[src/lbpc_pkg.sv]
`default_nettype none

package lbpc_pkg;

	localparam int LED_COUNT_DEF  = 13;
	localparam int PWM_PERIOD_DEF = 20;
	localparam int RATE_W         = 10;
	localparam int PIN_W          = 13;

	// command codes carried on s_tuser
	typedef enum logic [2:0] {
		OP_TICK   = 3'd0,
		OP_ON     = 3'd1,
		OP_OFF    = 3'd2,
		OP_TOGGLE = 3'd3,
		OP_BLINK  = 3'd4,
		OP_PWM    = 3'd5
	} op_t;

	typedef enum logic [1:0] {
		MODE_NORMAL = 2'd0,
		MODE_BLINK  = 2'd1,
		MODE_PWM    = 2'd2
	} led_mode_t;

	// one memory word per LED
	typedef struct packed {
		logic              duty;
		logic [RATE_W-1:0] cnt;
		logic [RATE_W-1:0] rate;
		led_mode_t         mode;
	} led_entry_t;

	localparam led_entry_t ENTRY_RESET = '{
		duty: 1'b1,
		cnt:  '0,
		rate: '0,
		mode: MODE_NORMAL
	};

	// command as seen by the update logic
	typedef struct packed {
		op_t               op;
		logic [RATE_W-1:0] rate;
	} cmd_t;

endpackage

`default_nettype wire

[src/lbpc_ram.sv]
`default_nettype none

module lbpc_ram #(
	parameter int WIDTH = 8,
	parameter int DEPTH = 16
) (
	input  wire logic                                  clk,
	input  wire logic                                  we,
	input  wire logic [(DEPTH > 1 ? $clog2(DEPTH) : 1)-1:0] waddr,
	input  wire logic [WIDTH-1:0]                      wdata,
	input  wire logic                                  re,
	input  wire logic [(DEPTH > 1 ? $clog2(DEPTH) : 1)-1:0] raddr,
	output logic      [WIDTH-1:0]                      rdata
);

	logic [WIDTH-1:0] mem_q [DEPTH];

	// one write port, one registered read port
	always_ff @(posedge clk) begin
		if (we) begin
			mem_q[waddr] <= wdata;
		end
		if (re) begin
			rdata <= mem_q[raddr];
		end
	end

endmodule

`default_nettype wire

[src/lbpc_update.sv]
`default_nettype none

module lbpc_update #(
	parameter int PWM_PERIOD = lbpc_pkg::PWM_PERIOD_DEF
) (
	input  wire lbpc_pkg::cmd_t       cmd,
	input  wire lbpc_pkg::led_entry_t cur,
	input  wire logic                 lit_cur,
	output lbpc_pkg::led_entry_t      nxt,
	output logic                      lit_nxt
);

	localparam logic [lbpc_pkg::RATE_W-1:0] PERIOD = PWM_PERIOD[lbpc_pkg::RATE_W-1:0];

	logic [lbpc_pkg::RATE_W-1:0] cnt_dec;
	logic [lbpc_pkg::RATE_W-1:0] pwm_rate;

	assign cnt_dec  = cur.cnt - 1'b1;
	// pwm rate saturates at the period
	assign pwm_rate = (cmd.rate > PERIOD) ? PERIOD : cmd.rate;

	always_comb begin
		nxt     = cur;
		lit_nxt = lit_cur;
		case (cmd.op)
			lbpc_pkg::OP_TICK: begin
				case (cur.mode)
					lbpc_pkg::MODE_PWM: begin
						if (cur.rate == '0) begin
							lit_nxt = 1'b0;
						end else if (cur.rate >= PERIOD) begin
							lit_nxt = 1'b1;
						end else begin
							nxt.cnt = cnt_dec;
							if (cnt_dec == '0) begin
								// phase flip
								if (cur.duty) begin
									lit_nxt  = 1'b0;
									nxt.cnt  = PERIOD - cur.rate;
									nxt.duty = 1'b0;
								end else begin
									lit_nxt  = 1'b1;
									nxt.cnt  = cur.rate;
									nxt.duty = 1'b1;
								end
							end
						end
					end
					lbpc_pkg::MODE_BLINK: begin
						nxt.cnt = cnt_dec;
						if (cnt_dec == '0) begin
							lit_nxt = ~lit_cur;
							nxt.cnt = cur.rate;
						end
					end
					default: begin
					end
				endcase
			end
			lbpc_pkg::OP_ON: begin
				lit_nxt  = 1'b1;
				nxt.mode = lbpc_pkg::MODE_NORMAL;
			end
			lbpc_pkg::OP_OFF: begin
				lit_nxt  = 1'b0;
				nxt.mode = lbpc_pkg::MODE_NORMAL;
			end
			lbpc_pkg::OP_TOGGLE: begin
				lit_nxt = ~lit_cur;
			end
			lbpc_pkg::OP_BLINK: begin
				nxt.mode = lbpc_pkg::MODE_BLINK;
				nxt.rate = cmd.rate;
				nxt.cnt  = cmd.rate;
			end
			lbpc_pkg::OP_PWM: begin
				nxt.mode = lbpc_pkg::MODE_PWM;
				nxt.rate = pwm_rate;
				nxt.cnt  = pwm_rate;
				nxt.duty = 1'b1;
			end
			default: begin
			end
		endcase
	end

endmodule

`default_nettype wire

[src/led_blink_pwm_controller.sv]
// LED blink / soft-PWM controller.
// Input channel (s_t*): one item is a command. s_tuser holds the code (tick, on,
// off, toggle, start blink, start pwm), s_tdata the LED index and a rate.
// Output channel (m_t*): every item, tick or command, returns one item with the
// pin levels: the lit flags XOR the active-low mask from the APB register.
// Per-LED mode, rate, counter and phase live in a small synchronous RAM; lit
// flags stay in flops so the pin word is available at once.
// A tick reads and writes back every LED entry, one per cycle, while a command
// touches one entry and an ignored command (bad index or code) touches none.
// One item is in flight at a time; s_tready is high only when idle. A finished
// result waits in the output register, and the next item may be accepted while
// it is stalled; a second result waits until the first has been taken.
// Reset clears the mask, all lit flags and the entry valid bits, so every LED
// starts in normal mode, off, high PWM phase; no clearing pass is needed.
`default_nettype none

module led_blink_pwm_controller #(
	parameter int LED_COUNT  = lbpc_pkg::LED_COUNT_DEF,
	parameter int PWM_PERIOD = lbpc_pkg::PWM_PERIOD_DEF
) (
	input  wire logic        clk,
	input  wire logic        arst_n,
	// APB configuration
	input  wire logic        psel,
	input  wire logic        penable,
	input  wire logic        pwrite,
	input  wire logic [2:0]  paddr,
	input  wire logic [31:0] pwdata,
	output logic      [31:0] prdata,
	output logic             pready,
	// input items
	input  wire logic        s_tvalid,
	output logic             s_tready,
	input  wire logic [15:0] s_tdata,  // [3:0] led_index, [13:4] rate, zero fill
	input  wire logic [2:0]  s_tuser,  // [2:0] command code
	// result items
	output logic             m_tvalid,
	input  wire logic        m_tready,
	output logic      [15:0] m_tdata   // [12:0] pin_levels, zero fill
);

	localparam int IDX_W = (LED_COUNT > 1) ? $clog2(LED_COUNT) : 1;
	localparam int ENT_W = $bits(lbpc_pkg::led_entry_t);
	localparam logic [IDX_W-1:0] LAST_IDX = IDX_W'(LED_COUNT - 1);

	typedef enum logic [3:0] {
		ST_IDLE = 4'b0001,
		ST_RUN  = 4'b0010,
		ST_WB   = 4'b0100,
		ST_DONE = 4'b1000
	} state_t;

	state_t state_q;

	logic [lbpc_pkg::PIN_W-1:0]  mask_q;
	logic [LED_COUNT-1:0]        lit_q;
	logic [LED_COUNT-1:0]        vld_q;
	logic [IDX_W-1:0]            ptr_q;
	lbpc_pkg::op_t               op_q;
	logic [lbpc_pkg::RATE_W-1:0] rate_q;

	logic                        rd_v_s1;
	logic                        vld_s1;
	logic [IDX_W-1:0]            addr_s1;

	logic                        m_tvalid_q;
	logic [lbpc_pkg::PIN_W-1:0]  out_q;

	logic                        in_acc;
	logic                        cfg_wr;
	lbpc_pkg::op_t               in_op;
	logic [3:0]                  in_idx;
	logic                        in_work;
	logic                        run_last;
	logic                        out_free;

	logic [ENT_W-1:0]            ram_rdata;
	lbpc_pkg::led_entry_t        ent_cur;
	lbpc_pkg::led_entry_t        ent_nxt;
	lbpc_pkg::cmd_t              cmd;
	logic                        lit_cur;
	logic                        lit_nxt;
	logic [lbpc_pkg::PIN_W-1:0]  pins;

	// config port
	assign pready = 1'b1;
	assign cfg_wr = psel & penable & pwrite & pready;
	assign prdata = (paddr[2] == 1'b0) ? {{(32 - lbpc_pkg::PIN_W){1'b0}}, mask_q} : '0;

	// input decode
	assign s_tready = (state_q == ST_IDLE);
	assign in_acc   = s_tvalid & s_tready;
	assign in_op    = lbpc_pkg::op_t'(s_tuser);
	assign in_idx   = s_tdata[3:0];
	// tick, or a known command on an existing LED
	assign in_work  = (in_op == lbpc_pkg::OP_TICK) ||
		((in_op <= lbpc_pkg::OP_PWM) && ({1'b0, in_idx} < 5'(LED_COUNT)));

	assign run_last = (op_q != lbpc_pkg::OP_TICK) || (ptr_q == LAST_IDX);
	assign out_free = ~m_tvalid_q | m_tready;

	// sequencer
	always_ff @(posedge clk or negedge arst_n) begin
		if (!arst_n) begin
			state_q <= ST_IDLE;
			rd_v_s1 <= 1'b0;
		end else begin
			rd_v_s1 <= (state_q == ST_RUN);
			unique case (state_q)
				ST_IDLE: begin
					if (in_acc) begin
						state_q <= in_work ? ST_RUN : ST_DONE;
					end
				end
				ST_RUN: begin
					if (run_last) begin
						state_q <= ST_WB;
					end
				end
				ST_WB: begin
					state_q <= ST_DONE;
				end
				ST_DONE: begin
					if (out_free) begin
						state_q <= ST_IDLE;
					end
				end
				default: begin
					state_q <= ST_IDLE;
				end
			endcase
		end
	end

	// item fields and read pointer
	always_ff @(posedge clk) begin
		if (in_acc) begin
			op_q   <= in_op;
			rate_q <= s_tdata[13:4];
			ptr_q  <= (in_op == lbpc_pkg::OP_TICK) ? '0 : in_idx[IDX_W-1:0];
		end else if (state_q == ST_RUN && !run_last) begin
			ptr_q <= ptr_q + 1'b1;
		end
		addr_s1 <= ptr_q;
		vld_s1  <= vld_q[ptr_q];
	end

	// entry store
	lbpc_ram #(
		.WIDTH(ENT_W),
		.DEPTH(LED_COUNT)
	) u_ram (
		.clk  (clk),
		.we   (rd_v_s1),
		.waddr(addr_s1),
		.wdata(ent_nxt),
		.re   (state_q == ST_RUN),
		.raddr(ptr_q),
		.rdata(ram_rdata)
	);

	// never-written entries read as reset value
	assign ent_cur  = vld_s1 ? lbpc_pkg::led_entry_t'(ram_rdata) : lbpc_pkg::ENTRY_RESET;
	assign lit_cur  = lit_q[addr_s1];
	assign cmd.op   = op_q;
	assign cmd.rate = rate_q;

	lbpc_update #(
		.PWM_PERIOD(PWM_PERIOD)
	) u_update (
		.cmd    (cmd),
		.cur    (ent_cur),
		.lit_cur(lit_cur),
		.nxt    (ent_nxt),
		.lit_nxt(lit_nxt)
	);

	// lit flags, valid bits, mask
	always_ff @(posedge clk or negedge arst_n) begin
		if (!arst_n) begin
			lit_q  <= '0;
			vld_q  <= '0;
			mask_q <= '0;
		end else begin
			if (rd_v_s1) begin
				lit_q[addr_s1] <= lit_nxt;
				vld_q[addr_s1] <= 1'b1;
			end
			if (cfg_wr && paddr[2] == 1'b0) begin
				mask_q <= pwdata[lbpc_pkg::PIN_W-1:0];
			end
		end
	end

	// pin word: lit flags above the LED count read as zero
	for (genvar i = 0; i < lbpc_pkg::PIN_W; i++) begin : g_pin
		if (i < LED_COUNT) begin : g_led
			assign pins[i] = lit_q[i] ^ mask_q[i];
		end else begin : g_nc
			assign pins[i] = mask_q[i];
		end
	end

	// output register
	always_ff @(posedge clk or negedge arst_n) begin
		if (!arst_n) begin
			m_tvalid_q <= 1'b0;
		end else if (state_q == ST_DONE && out_free) begin
			m_tvalid_q <= 1'b1;
		end else if (m_tready) begin
			m_tvalid_q <= 1'b0;
		end
	end

	always_ff @(posedge clk) begin
		if (state_q == ST_DONE && out_free) begin
			out_q <= pins;
		end
	end

	assign m_tvalid = m_tvalid_q;
	assign m_tdata  = {{(16 - lbpc_pkg::PIN_W){1'b0}}, out_q};

endmodule

`default_nettype wire

[config.mk]
export PLATFORM = sky130hd
export DESIGN_NAME = led_blink_pwm_controller
export DESIGN_NICKNAME = d
export VERILOG_FILES = /design/src/lbpc_pkg.sv /design/src/lbpc_ram.sv /design/src/lbpc_update.sv /design/src/led_blink_pwm_controller.sv
export SDC_FILE = /design/constraint.sdc
export NUM_CORES = 1
export LEC_CHECK = 0
export ABC_AREA = 0
export ABC_CLOCK_PERIOD_IN_PS = 13200
export BUFFER_PORTS_ARGS = -buffer_cell sky130_fd_sc_hd__clkbuf_2
export CORE_UTILIZATION = 40
export DETAILED_ROUTE_END_ITERATION = 10
export GPL_TIMING_DRIVEN = 0
export SLEW_MARGIN = 40
export SYNTH_ARGS = -nofsm -noshare
export SYNTH_HDL_FRONTEND = slang
export SYNTH_SLANG_ARGS = --single-unit
[constraint.sdc]
create_clock -name clk -period 13.2 [get_ports clk]
set_clock_uncertainty 0.15 [all_clocks]
set_input_delay 1.98 -clock clk [delete_from_list [all_inputs] [get_ports clk]]
set_output_delay 1.98 -clock clk [all_outputs]
set_load 0.02 [all_outputs]
==> metrics.txt <==
# TYPE chip_impl_metric gauge
chip_impl_metric{name="cts_num_sinks",unit=""} 402
chip_impl_metric{name="utilization",unit="%"} 46.4
chip_impl_info{name="clock_tree.root_cell",value="clkbuf_16"} 1
chip_impl_metric{name="die_area",unit="um2"} 43200
chip_impl_metric{name="final_antenna_net_count",unit=""} 0
chip_impl_metric{name="crit_path_max_fanout",unit=""} 13
chip_impl_metric{name="post-synth-top-area-fraction",unit="%"} 62.4
chip_impl_metric{name="fin_setup_tns",unit="ns"} 0
chip_impl_metric{name="ys_seq_area_share",unit="%"} 69.7
chip_impl_metric{name="grt_overflow",unit=""} 0
chip_impl_metric{name="timing.hold.worst_path_depth",unit=""} 0
chip_impl_metric{name="max_clock_freq",unit="GHz"} 0.175
chip_impl_metric{name="detail_route.iter0.violations",unit=""} 704
chip_impl_metric{name="setup_buffers_after_cts",unit=""} 0
chip_impl_metric{name="number_of_global_route_vias_before_repair",unit=""} 9285
chip_impl_metric{name="cts_hold_buffers",unit=""} 0
chip_impl_metric{name="dp.final_hpwl",unit="mm"} 25.2
chip_impl_metric{name="numCtsBuffers",unit=""} 41
chip_impl_metric{name="ys_ff_latch",unit=""} 402
chip_impl_metric{name="yosysUniqueCellTypes",unit=""} 68
chip_impl_metric{name="clockPowerShare",unit="%"} 30.7
chip_impl_metric{name="clock_tree.buffer_depth",unit=""} 3
chip_impl_info{name="rsz_0062_raised_after_global_routing",value="false"} 1
chip_impl_metric{name="grt.met2_usage",unit="%"} 29.0
chip_impl_metric{name="detail_route.wl_per_cell",unit="um"} 22.8
chip_impl_metric{name="report.final.setup_viol",unit=""} 0
chip_impl_metric{name="last_weighted_congestion_value_of_the_routability_driven_placer",unit=""} 0.912
chip_impl_info{name="synthFlopType",value="edfxtp_1"} 1
chip_impl_metric{name="grt_pass1_wl",unit="mm"} 58.1
chip_impl_metric{name="relSlewSlack",unit="%"} 44.3
chip_impl_metric{name="clk-insertion-delay-late",unit="ns"} 0.55
chip_impl_metric{name="sw_frac_of_total",unit="%"} 28.4
chip_impl_metric{name="cts_max_level",unit=""} 2
chip_impl_info{name="critPathLaunchType",value="flop"} 1
chip_impl_info{name="critPathCaptureType",value="flop"} 1
chip_impl_metric{name="p_comb_share",unit="%"} 23.4
chip_impl_info{name="peak_usage_layer_in_the_global_routing_report",value="met2"} 1
chip_impl_metric{name="core_region_area",unit="um2"} 41900
chip_impl_metric{name="insertedDiodeCount",unit=""} 0
chip_impl_metric{name="fin_area",unit="um2"} 19400
chip_impl_info{name="outcome",value="finished clean"} 1
chip_impl_metric{name="worstMarginPinSlew",unit="ns"} 0.836
chip_impl_metric{name="antenna_found_initial",unit=""} 0
chip_impl_metric{name="grt_use_met3",unit="%"} 3.15
chip_impl_metric{name="share_of_the_clock_period_used_by_the_worst_path_after_layout",unit="%"} 43.3
chip_impl_metric{name="placement.cell_area",unit="um2"} 18100
chip_impl_info{name="worstSetupPathType",value="flop to flop"} 1
chip_impl_metric{name="maximum_number_of_pins_on_one_net_before_global_route_repair",unit=""} 46
chip_impl_metric{name="start_util",unit="%"} 40.5
chip_impl_metric{name="top_level_ports",unit=""} 112
chip_impl_metric{name="synth_warnings",unit=""} 0
chip_impl_metric{name="buffer_ports.inserted",unit=""} 65
chip_impl_info{name="mostFrequentLayoutCell",value="edfxtp_1"} 1
chip_impl_info{name="synth.largest_area_cell",value="edfxtp_1"} 1
chip_impl_metric{name="viasPerCell",unit=""} 5.45
chip_impl_metric{name="p_per_area",unit="nW/um2"} 186
chip_impl_metric{name="max-vdd-ir-drop",unit="mV"} 0.116
chip_impl_metric{name="fp.dieW",unit="um"} 208
chip_impl_metric{name="final_layout_size_suffix_gt1_share",unit="%"} 27.0
chip_impl_metric{name="postCtsResizedCells",unit=""} 0
chip_impl_metric{name="final-hold-violation-count",unit=""} 0
chip_impl_metric{name="worst-r2r-cell-count",unit=""} 15
chip_impl_info{name="most-common-layout-cells",value="edfxtp_1, mux4_2, clkbuf_2, nand2_1, dfrtp_1"} 1
chip_impl_metric{name="p_int",unit="mW"} 2.58
chip_impl_metric{name="cp_data_required_time",unit="ns"} 13.28
chip_impl_metric{name="cts.clk_slew.worst_paths",unit="ns"} 0.06
chip_impl_metric{name="area_delta_synth_final",unit="%"} 14.8
chip_impl_metric{name="drc",unit=""} 0
chip_impl_metric{name="total_leakage_power",unit="nW"} 6.93
chip_impl_metric{name="floorplan.rows",unit=""} 75
chip_impl_metric{name="fin_nets",unit=""} 1195
chip_impl_info{name="hold_path.class",value="flop to flop"} 1
chip_impl_info{name="cts_tree",value="yes"} 1
chip_impl_metric{name="grt_usage",unit="%"} 18.1
chip_impl_metric{name="netlist_area",unit="um2"} 16900
chip_impl_metric{name="drt-pass1-iter-count",unit=""} 5
chip_impl_metric{name="syn-instance-count",unit=""} 989
chip_impl_metric{name="fin_crit",unit="ns"} 5.71
chip_impl_metric{name="power.switching",unit="mW"} 1.03
chip_impl_metric{name="synth_area_per_cell",unit="um2"} 17.1
chip_impl_info{name="synth.top_cells.by_area",value="edfxtp_1, mux4_2, dfrtp_1, nand2b_1, a21oi_1"} 1
chip_impl_metric{name="finalMaxSlewViolations",unit=""} 0
chip_impl_metric{name="grtUsageMet1",unit="%"} 25.6
chip_impl_metric{name="seqPwrFrac",unit="%"} 45.9
chip_impl_metric{name="critical_path_arrival",unit="ns"} 5.79
chip_impl_metric{name="routed_wl",unit="mm"} 38.6
chip_impl_metric{name="die_y_extent",unit="um"} 208
chip_impl_metric{name="maxCapViolations",unit=""} 0
chip_impl_metric{name="num_vias",unit=""} 9230
chip_impl_metric{name="dpl_worst_slack",unit="ns"} 7.56
chip_impl_metric{name="synth-edff-count",unit=""} 352
chip_impl_metric{name="fin_ws",unit="ns"} 7.49
chip_impl_metric{name="asyncSetResetFlopFracSynth",unit="%"} 11.2
## critical path, cell delays in order, from the launching register on
cell      delay (ns)
dfxtp_1         0.37
buf_2           0.28
clkbuf_1        0.47
clkbuf_1        0.51
buf_1           0.50
nand2_1         0.20
ha_1            0.23
buf_2           0.18
xnor2_1         0.14
nand4_1         0.13
nor4_1          0.50
nand4_4         0.28
clkbuf_1        0.34
nor2_1          0.28
a211oi_1        0.13
o31ai_2         0.68
## synthesized netlist by cell type (all sizes together) (3+ instances only)
library cell,count
a32o,3
and3,6
inv,31
and2,4
mux2i,7
buf,38
edfxtp,352
dfrtp,44
o21bai,3
o211ai,4
a32oi,4
nand2b,30
nand2,48
mux4,97
a22oi,4
xor2,15
ha,7
o21ai,24
a211oi,7
nor3,8
nor4,4
a22o,3
o22ai,4
nor2b,26
a21oi,36
o21a,4
nor2,42
mux2,14
dfxtp,5
o31ai,19
xnor2,3
nand4,6
nand3,10
a31oi,7
clkbuf,35
or3,6
## registers in the layout, indices dropped and copies added, names as in the netlist, 4 cells and up
register	cells
u_ram.mem_q	299
u_ram.rdata	23
lit_q	13
mask_q	13
out_q	13
vld_q	13
rate_q	10
addr_s1	4
ptr_q	4
state_q	4
## power groups by stage
| stage | registers [mW] | logic, mW | clock network (mW) |
|---|---|---|---|
| 5_1_grt | 1.67 | 0.917 | 1.18 |
| 3_3_place_gp | 1.68 | 0.819 | 0 |
| 3_5_place_dp | 1.68 | 0.845 | 0 |
| 6_report | 1.66 | 0.844 | 1.11 |
| 4_1_cts | 1.66 | 0.851 | 1.13 |
| 2_1_floorplan | 1.65 | 0.595 | 0 |
## final timing paths
check                                         from                      endpoint  slack [ns]
worst max-delay path                vld_s1$_DFF_P_  u_ram.mem_q[6][19]$_DFFE_PP_        7.49
min in group asynchronous                   arst_n        mask_q[11]$_DFFE_PN0P_        1.33
worst min-delay path            ptr_q[3]$_DFFE_PP_            addr_s1[3]$_DFF_P_        0.23
max in group asynchronous                   arst_n          vld_q[7]$_DFFE_PN0P_       11.11
worst max register to register      vld_s1$_DFF_P_  u_ram.mem_q[6][19]$_DFFE_PP_        7.49
worst min register to register  ptr_q[3]$_DFFE_PP_            addr_s1[3]$_DFF_P_        0.23
## through the flow
| step | hold slack (ns) | instances | power, mW |
|---|---|---|---|
| floorplan | 0.196 | 1010 | 2.25 |
| global placement | 0.203 | 1614 | 2.50 |
| detailed placement | 0.207 | 1621 | 2.53 |
| CTS | 0.225 | 1691 | 3.63 |
| global route | 0.237 | 1693 | 3.76 |
| finish | 0.228 | 1693 | 3.61 |
## routing by layer
| layer | wire (um) | vias up |
|---|---|---|
| met4 | 914 | 0 |
| met1 | 17800 | 4767 |
| met3 | 1750 | 69 |
| met5 | 0 | - |
| met2 | 18200 | 258 |
| li1 | - | 4136 |
## layout make-up
cell class	instances	area, um2
fillers	3603	22400
flip-flops and latches	402	11800
multi-input cells	503	4800
clock buffers	54	1120
well taps	539	674
plain buffers	73	402
repair buffers	74	373
clock inverters	16	145
inverters	32	120
## cells by family (layout without fill, tap and decap cells)
group / Yosys count / in the layout / synth area share (%)
adders and majority gates: 7 / 7 / 0.517
other: 2 / 23 / 0.0443
xor gates and xnor gates: 18 / 18 / 0.931
AOI/OAI and AO/OA: 140 / 140 / 5.51
and+or+nand+nor: 197 / 197 / 6.08
muxes: 118 / 118 / 14.3
buffers and inverters: 105 / 249 / 2.98
DFF: 402 / 402 / 69.7
Note: power is estimated with default switching activity, not from simulation.
